<file path="config.mk">
export PLATFORM = sky130hd
export DESIGN_NAME = chnht_req_queue
export DESIGN_NICKNAME = d
export VERILOG_FILES = /design/src/sv/chnht_pkg.sv /design/src/sv/chnht_req_queue.sv
export SDC_FILE = /design/constraint.sdc
export NUM_CORES = 1
export LEC_CHECK = 0
export ABC_AREA = 1
export BUFFER_PORTS_ARGS = -buffer_cell sky130_fd_sc_hd__buf_2
export CAP_MARGIN = 5
export CORE_ASPECT_RATIO = 1.1
export CORE_MARGIN = 2
export CORE_UTILIZATION = 52
export CTS_CLUSTER_SIZE = 8
export DETAILED_ROUTE_END_ITERATION = 16
export GPL_ROUTABILITY_DRIVEN = 0
export PLACE_DENSITY = 0.79
export SLEW_MARGIN = 20
export SYNTH_ARGS = -nofsm -noshare
export SYNTH_HDL_FRONTEND = slang
export SYNTH_SLANG_ARGS = --single-unit
</file>
<file path="constraint.sdc">
create_clock -name clock -period 5.55 [get_ports clock]
set_input_delay 0.8325 -clock clock [delete_from_list [all_inputs] [get_ports clock]]
set_output_delay 0.8325 -clock clock [all_outputs]
set_load 0.01 [all_outputs]
</file>
<file path="src/sv/chnht_pkg.sv">
// Shared types and constants for the cost-sorted next-hop table.
`timescale 1ns / 1ps
`default_nettype none
package chnht_pkg;

   // Table geometry
   localparam int MAX_HOPS  = 16;
   localparam int HOP_CNT_W = $clog2(MAX_HOPS + 1);

   // Field widths
   localparam int OP_W   = 2;
   localparam int FACE_W = 16;
   localparam int COST_W = 64;
   localparam int RANK_W = 4;
   localparam int CNT_W  = 5;

   // Stream payload widths (padded to whole bytes)
   localparam int REQ_FIELDS_W = FACE_W + COST_W + RANK_W;
   localparam int REQ_DATA_W   = ((REQ_FIELDS_W + 7) / 8) * 8;
   localparam int RSP_FIELDS_W = 1 + CNT_W + 1 + 1 + FACE_W + COST_W;
   localparam int RSP_DATA_W   = ((RSP_FIELDS_W + 7) / 8) * 8;

   // Request queue depth
   localparam int QUEUE_DEPTH = 2;
   localparam int QPTR_W      = $clog2(QUEUE_DEPTH);
   localparam int QCNT_W      = $clog2(QUEUE_DEPTH + 1);

   // Operation codes
   typedef enum logic [OP_W-1:0] {
      OP_ADD    = 2'd0,
      OP_REMOVE = 2'd1,
      OP_LOOKUP = 2'd2,
      OP_READ   = 2'd3
   } op_type;

   // Decoded operation class
   typedef struct packed {
      logic is_add;
      logic is_remove;
      logic is_lookup;
      logic is_read;
   } op_class_type;

   // Classified request handed from the front queue to the engine
   typedef struct packed {
      op_class_type             kind;
      logic [FACE_W-1:0]        face;
      logic [COST_W-1:0]        cost;
      logic [RANK_W-1:0]        rank;
   } req_item_type;

endpackage
`default_nettype wire

</file>
<file path="src/sv/chnht_req_queue.sv">
// Front end: accepts requests, decodes the operation and queues them.
`timescale 1ns / 1ps
`default_nettype none
module chnht_req_queue
   import chnht_pkg::*;
(
   input  wire                   clock,
   input  wire                   reset,
   input  wire                   req_tvalid,
   output logic                  req_tready,
   // face_id [15:0], hop_cost_in [79:16], rank_index [83:80], zero pad
   input  wire  [REQ_DATA_W-1:0] req_tdata,
   // operation [1:0]
   input  wire  [OP_W-1:0]       req_tuser,
   output logic                  head_valid,
   output req_item_type          head_item,
   input  wire                   head_pop
);

   req_item_type             slot_ff [QUEUE_DEPTH];
   logic [QPTR_W-1:0]        wr_ptr_ff, wr_ptr_in;
   logic [QPTR_W-1:0]        rd_ptr_ff, rd_ptr_in;
   logic [QCNT_W-1:0]        fill_ff, fill_in;
   req_item_type             new_item;
   logic                     push;
   logic                     pop;

   // Classify the incoming request
   always_comb begin
      new_item.kind = '0;
      unique case (op_type'(req_tuser))
         OP_ADD:    new_item.kind.is_add    = 1'b1;
         OP_REMOVE: new_item.kind.is_remove = 1'b1;
         OP_LOOKUP: new_item.kind.is_lookup = 1'b1;
         OP_READ:   new_item.kind.is_read   = 1'b1;
         default:   new_item.kind           = '0;
      endcase
      new_item.face = req_tdata[FACE_W-1:0];
      new_item.cost = req_tdata[FACE_W+COST_W-1:FACE_W];
      new_item.rank = req_tdata[REQ_FIELDS_W-1:FACE_W+COST_W];
   end

   assign req_tready = (fill_ff != QCNT_W'(QUEUE_DEPTH));
   assign push       = req_tvalid && req_tready;
   assign head_valid = (fill_ff != '0);
   assign pop        = head_pop && head_valid;
   assign head_item  = slot_ff[rd_ptr_ff];

   // Pointer and fill bookkeeping
   always_comb begin
      wr_ptr_in = wr_ptr_ff;
      rd_ptr_in = rd_ptr_ff;
      fill_in   = fill_ff;
      if (push) begin
         wr_ptr_in = (wr_ptr_ff == QPTR_W'(QUEUE_DEPTH - 1)) ? '0 : wr_ptr_ff + 1'b1;
      end
      if (pop) begin
         rd_ptr_in = (rd_ptr_ff == QPTR_W'(QUEUE_DEPTH - 1)) ? '0 : rd_ptr_ff + 1'b1;
      end
      if (push && !pop) begin
         fill_in = fill_ff + 1'b1;
      end else if (pop && !push) begin
         fill_in = fill_ff - 1'b1;
      end
   end

   always_ff @(posedge clock) begin
      if (reset) begin
         wr_ptr_ff <= '0;
         rd_ptr_ff <= '0;
         fill_ff   <= '0;
      end else begin
         wr_ptr_ff <= wr_ptr_in;
         rd_ptr_ff <= rd_ptr_in;
         fill_ff   <= fill_in;
      end
   end

   // Payload slots, no reset
   always_ff @(posedge clock) begin
      if (push) begin
         slot_ff[wr_ptr_ff] <= new_item;
      end
   end

endmodule
`default_nettype wire

</file>
==> results of run 1 <==
worst paths after layout:
path                                               from                        to  slack (ps)  depth (start not counted)
worst max-delay path                           register             head_item[30]        2300                          3
worst min-delay path             rd_ptr_ff$_SDFFE_PP0P_    rd_ptr_ff$_SDFFE_PP0P_         520                          2
worst max register to register  fill_ff[0]$_SDFFE_PP0P_  slot_ff[0][74]$_DFFE_PP_        3690                          5
worst min register to register   rd_ptr_ff$_SDFFE_PP0P_    rd_ptr_ff$_SDFFE_PP0P_         520                          2
worst reg2reg max path, delay by kind of cell, from the launching register on:
family | cells | cell delay, ps
buf+inv | 2 | 720
simple gates | 3 | 360
flops | 1 | 330
placed cells by master, fill, tap and decap left out:
master / netlist / final
nand3_1: 2 / 2
o21ai_0: 2 / 2
buf_6: 4 / 2
inv_1: 11 / 11
nand4_1: 1 / 1
ha_1: 1 / 1
clkinv_4: 0 / 1
a21oi_1: 2 / 2
buf_4: 0 / 1
inv_8: 0 / 3
bufinv_16: 0 / 3
inv_6: 0 / 3
mux2_4: 20 / 20
clkbuf_16: 0 / 17
edfxtp_1: 176 / 176
clkinvlp_4: 0 / 4
nor2_1: 10 / 8
nand2_1: 10 / 10
nor2_4: 0 / 2
buf_2: 6 / 179
clkinv_1: 0 / 1
mux2_2: 68 / 68
dfxtp_1: 5 / 4
dfxtp_4: 0 / 1
metrics by stage:
step                power (mW)  cell area, um2
CTS                      3.897            8368
finish                   3.848            8376
global placement         2.625            7750
detailed placement       2.659            7750
global route             4.014            8376
floorplan                2.371            6691
cells by family after synthesis:
logic type	after synthesis
compound gates	4
fa+ha+maj	1
buf+inv	21
flops	181
mux	88
simple gates	23
report_power, final:
part	leakage, nW	switching, mW	internal, mW	total, mW
Combinational	1.23	0.410	0.382	0.792
Sequential	1.69	0.0904	1.73	1.82
Clock	0.290	0.515	0.721	1.24
Total	3.21	1.01	2.83	3.85
routing by layer:
metal | GRT usage | part of all wire
met3 | 0.05931 | 0.058
met2 | 0.3046 | 0.56
met1 | 0.1759 | 0.37
met5 | 0 | 0
met4 | 0.06555 | 0.016
state kept, by name, summed over array words and instances (netlist names), named ones only:
register	cells
fill_ff	2
slot_ff	176
rd_ptr_ff	1
wr_ptr_ff	1
area by class of cell:
type                            instances  area (um2)
Inverter                               11       41.29
Clock buffer                           17       425.4
Timing Repair Buffer                  182       925.9
Fill cell                             923        4214
Sequential cell                       181        5389
Multi-Input combinational cell        116        1205
Clock inverter                         15       192.7
Tap cell                              157       196.4
==> results.md, run 1 <==
* Status: finished clean
* Worst Path Arrival at 2420 ps
* Layout area overhead at 25.17%
* # diodes at 0
* TritonCTS clock tree: built
* Number of synthesized flops with an enable pin at 176
* Async S/R FF share, synth at 0
* Clock Sinks at approximately 180
* Slew at the pin closest to its max-slew limit at 846.3 ps
* Global route total overflow at 0
* CP max stage cell: dfxtp_4
* Final nets at 604
* DIE WIDTH at 112.2 um
* Post-Syn Nets at 413
* # Max-Cap Violations at 0
* Layout cell share with drive strength beyond 1 at 0.5824
* Post-Syn Area at 6691 um2
* DP HPWL at 7488 um
* Placed insts at 647
* CP Class: reg -> out
* Ys flop type: edfxtp_1
* Initial core utilization at 0.5315
* Clk buf depth at 2
* Post-synthesis adder-cell area fraction at 0.001870
* Final setup violation count at 0
* Post-route ant nets at 0
* Critical Path Start Type: register
* Post-synthesis sequential area ratio at 0.8048
* CP Max Fanout at 54
* Postcts setup bufs at 0
* Worst path bufs/invs at 2
* Vias in the first global route at 3,592
* Pre-CTS setup slack at 2704 ps
* Synth cell count leaders: edfxtp_1 (176), mux2_2 (68), mux2_4 (20), inv_1 (11)
* DRT Wirelength at 11,650 um
* Xor/xnor share of the synthesized area at 0
* Die area at 13,790 um2
* Wire per inst at about 17 um
* First-pass GRT wire length at 17,150 um
* Largest cells by area after synthesis: edfxtp_1 (79%), mux2_2 (11%), mux2_4 (4.5%), dfxtp_1 (1.5%), buf_6 (0.67%)
* DR pass1 iterations at 4
* Fin worst setup slack at 2298 ps
* Final Non-Filler Cells at 679
* Setup TNS at 0 ps
* Worst-skew pair later-pin latency at 420 ps
* Min Tclk post-route at 3252 ps
* Top cell family by delay on the critical path: flip-flops
* Final Skew at approximately 13 ps
* Yosys warnings at 0
* Most frequent cell after synthesis: edfxtp_1
* Final Hold Vio Count at 0
* Slew HR at 0.4358
* DRC Markers at 0
* Count of pins over their slew limit at 0
* Maximum level of the CTS H-tree at 4
* Max Clock Freq at 0.3075 GHz
* Max VDD drop at approximately 0.28 mV
* Initial antenna violation count at 0
* Compound-Gate Fraction of Synth Area at 0.002992
* Die height at 123.0 um
* Largest family of logic cells by synthesized area: multiplexers
* Top-area cell type share of the netlist area at 0.7898
* Tcrit/Tclk final at 0.5860
* Row count at 43
* Pwr Density at 459.5 nW/um2
* Final Util at 0.6653
* CP peak stage delay at ~870 ps
* Hold buffers post-CTS at 0
* Nature of the critical path endpoint: primary output
* Ports at 184
* Core Box Area at about 13,000 um2
* Post-synth top area cell: edfxtp_1
* First DRT Iteration DRCs at 137
* Mapped Cells at 318
* Flops & latches, synth at 181
* Req. time, crit path at 4720 ps
* Largest net degree at the start of global routing at 89
* Worst path cell trace: buf_4 > mux2_2 > buf_2
* Simple-gate share of the synthesized area at 0.01365
* Vias per cell at about 5.1
* Total track usage at 0.1663
* Clock Pin Slew Worst Setup and Hold Paths at 70 ps
* Min-Delay Path Class: reg -> reg
* Syn Area/Cell at 21.04 um2
* Leakage at 3.209 nW
* Fin Hold WS at 523.1 ps
* Clk root buf: clkbuf_16
* IO buf count at 179
* RSZ-0062 raised after global routing: false
* Yosys cell types at 14
* Post-cts gate resize count at 0
* Post-synthesis mux area share at 0.1593
* CTS buffer count at 17
* Vias at between 3,000 and 4,000
Power figures use the tool's default switching activity.
==> run 2, diff against run 1 <==
--- a/config.mk
+++ b/config.mk
@@ -10,11 +10,11 @@
 export CAP_MARGIN = 5
 export CORE_ASPECT_RATIO = 1.1
 export CORE_MARGIN = 2
-export CORE_UTILIZATION = 52
+export CORE_UTILIZATION = 47
 export CTS_CLUSTER_SIZE = 8
 export DETAILED_ROUTE_END_ITERATION = 16
 export GPL_ROUTABILITY_DRIVEN = 0
-export PLACE_DENSITY = 0.79
+export PLACE_DENSITY = 0.76
 export SLEW_MARGIN = 20
 export SYNTH_ARGS = -nofsm -noshare
 export SYNTH_HDL_FRONTEND = slang
==> constraint.sdc (replaced) <==
create_clock -name clock -period 2.8 [get_ports clock]
set_input_delay 0.42 -clock clock [delete_from_list [all_inputs] [get_ports clock]]
set_output_delay 0.42 -clock clock [all_outputs]
set_load 0.01 [all_outputs]
==> run 2 against run 1 <==
Effect of this change:
- count of clock-buffer cells in the layout grew 2
- core utilization down 6.1 points
- critical endpoint is now head_item[14]
- critical path type unchanged
- sequential share of layout area increased by 0.067 points
- sequential cell count unchanged
- non-clock buffer count is 3 higher
- worst setup slack lost 1800 ps
- critical path depth unchanged
- power up 91%
- routed wire length shrank 4.1%
- worst hold slack lost 340 ps
- via count shrank 0.76%
==> results.md, run 2 (synthesized netlist as in run 1, its figures left out) <==
* Status: finished clean (unchanged)
* Post-cts gate resize count at 0 (unchanged)
* Total track usage at 0.1503 (was 0.1663)
* Final Skew at 3.715 ps (was 12.81 ps)
* Most common cell after layout, fill and taps aside: buf_2 (unchanged)
* Die area at 15,210 um2 (was 13,790 um2)
* Sequential share of power at 0.478 (was 0.473)
* Max Clock Freq at 0.4420 GHz
* TritonCTS clock tree: built (unchanged)
* Post-route cell area at 8367 um2 (was 8376 um2)
* Sw power at 1.932 mW (was 1.015 mW)
* Clk buf depth at 2 (unchanged)
* Worst path bufs/invs at 2 (unchanged)
* Clk root buf: clkbuf_16 (unchanged)
* Top cell family by delay on the critical path: buffers and inverters (was flip-flops)
* Postcts setup bufs at 0 (unchanged)
* Worst path cell trace: buf_4 > mux2_2 > buf_2 (unchanged)
* Initial antenna violation count at 0 (unchanged)
* Leakage at 3.192 nW (was 3.209 nW)
* Clock power share at 0.293 (was 0.321)
* Final nets at 607 (was 604)
* DR pass1 iterations at 4 (unchanged)
* Int Power at 5.422 mW (was 2.833 mW)
* Clock Pin Slew Worst Setup and Hold Paths at 60 ps (was 70 ps)
* # diodes at 0 (unchanged)
* Worst Path Arrival at 1840 ps (was 2420 ps)
* DP HPWL at 7311 um (was 7488 um)
* DRT Wirelength at 11,170 um (was 11,650 um)
* Maximum level of the CTS H-tree at 4 (unchanged)
* Nature of the critical path endpoint: primary output (unchanged)
* Layout area overhead at 25.04% (was 25.17%)
* Pwr Density at 878.9 nW/um2 (was 459.5 nW/um2)
* IO buf count at 179 (unchanged)
* CTS buffer count at 17 (unchanged)
* CP max stage cell: buf_4 (was dfxtp_4)
* Final Hold Vio Count at 0 (unchanged)
* Largest regs: slot_ff (176), fill_ff (2) (unchanged)
* # fillers at 1,055 (was 923)
* Min-Delay Path Class: in -> reg (was reg -> reg)
* Row count at 45 (was 43)
* Largest register FFs at 176 (unchanged)
* Sw frac at 0.2627 (was 0.2637)
* Critical Path Start Type: register (unchanged)
* Final setup violation count at 0 (unchanged)
* Slew at the pin closest to its max-slew limit at 732.7 ps (was 846.3 ps)
* DP Area at 7824 um2 (was 7750 um2)
* Vias in the first global route at 3,573 (was 3,592)
* Commonest non-fill, non-tap cells in the layout: buf_2 (179), edfxtp_1 (176), mux2_2 (68), mux2_4 (20), clkbuf_16 (17) (unchanged)
* Fin Hold WS at 187.2 ps (was 523.1 ps)
* Vias at 3,415 (was 3,441)
* Largest net degree at the start of global routing at 55 (was 89)
* RSZ-0062 raised after global routing: false (unchanged)
* Largest register by flop count: slot_ff (unchanged)
* CP peak stage delay at 480 ps (was 870 ps)
* CP Max Fanout at 44 (was 54)
* Logic pwr share at 0.229 (was 0.206)
* Layout cell share with drive strength beyond 1 at 0.5810 (was 0.5824)
* Die height at 129.1 um (was 123.0 um)
* Max VDD drop at 0.4995 mV (was 0.2751 mV)
* Ports at 184 (unchanged)
* DRC Markers at 0 (unchanged)
* Hold path start: req_tdata[44] (was rd_ptr_ff$_SDFFE_PP0P_)
* Vias per cell at 4.790 (was 5.068)
* Setup TNS at 0 ps (unchanged)
* Req. time, crit path at 2380 ps (was 4720 ps)
* Core Box Area at 13,850 um2 (was 12,590 um2)
* Global route total overflow at 0 (unchanged)
* Tcrit/Tclk final at 0.8081
* # Max-Cap Violations at 0 (unchanged)
* DIE WIDTH at 117.8 um (was 112.2 um)
* Worst reg2reg path startpoint: fill_ff[0]$_SDFFE_PP0P_ (unchanged)
* First DRT Iteration DRCs at 168 (was 137)
* Initial core utilization at 0.4831 (was 0.5315)
* CP Class: reg -> out (unchanged)
* Worst-skew pair later-pin latency at 410 ps (was 420 ps)
* Wire per inst at 15.67 um (was 17.16 um)
* Min Tclk post-route at 2263 ps
* Hold buffers post-CTS at 0 (unchanged)
* Count of pins over their slew limit at 0 (unchanged)
* Clock Sinks at 181 (unchanged)
* Slew HR at 0.5115 (was 0.4358)
* Post-route ant nets at 0 (unchanged)
* First-pass GRT wire length at 17,420 um (was 17,150 um)
run 2: cell types whose count changed in the layout (fill, tap and decap cells not counted), sizes merged:
cell,change
clkinv,+5
bufinv,-2
inv,-5
clkbuf,+2
buf,+3
run 2: final cells by class:
type	count	area [um2]	area share
timing repair buffer	185	953.4	0.1140
clock inverter	13	110.1	0.01316
tap	188	235.2	0.02811
sequential	181	5389	0.6441
clock buffer	19	432.9	0.05174
multi-input combinational	116	1205	0.1440
inverter	11	41.29	0.004935
run 2: path summary, 6_finish.rpt:
check                        endpoint  slack, ps  cells after the start
max                     head_item[14]        540                      3
min          slot_ff[0][32]$_DFFE_PP_        190                      1
max reg2reg  slot_ff[0][68]$_DFFE_PP_        980                      5
min reg2reg    rd_ptr_ff$_SDFFE_PP0P_        540                      2
run 2: through the flow:
step	setup WS, ps	utilization	power, mW	instances
finish	537.4	0.6041	7.354	713
CTS	481.3	0.6041	7.456	713
global route	422.7	0.6041	7.689	713
global placement	976.9	0.5649	5.229	681
detailed placement	950.9	0.5649	5.285	681
floorplan	-548.8	-	4.675	318
run 2: per-layer routing:
metal,wire length (um),GRT usage
met1,4436,0.1704
met2,5727,0.2565
met3,852,0.05326
met4,158,0.07300
met5,0,0
run 2: worst register-to-register path, delay by kind of cell (launching register included):
| family | cells | cell delay [ps] |
|---|---|---|
| buffers and inverters | 2 | 660 |
| DFF | 1 | 330 |
| and+or+nand+nor | 3 | 410 |
run 2: power by group through the flow:
stage                     Sequential, mW  Combinational [mW]  Clock, mW
final                               3.52                1.68       2.16
after global routing                3.55                1.83       2.31
after CTS                           3.52                1.72       2.22
after detailed placement            3.58                1.71          0
after global placement              3.55                1.68          0
after floorplan                     3.57                1.11          0
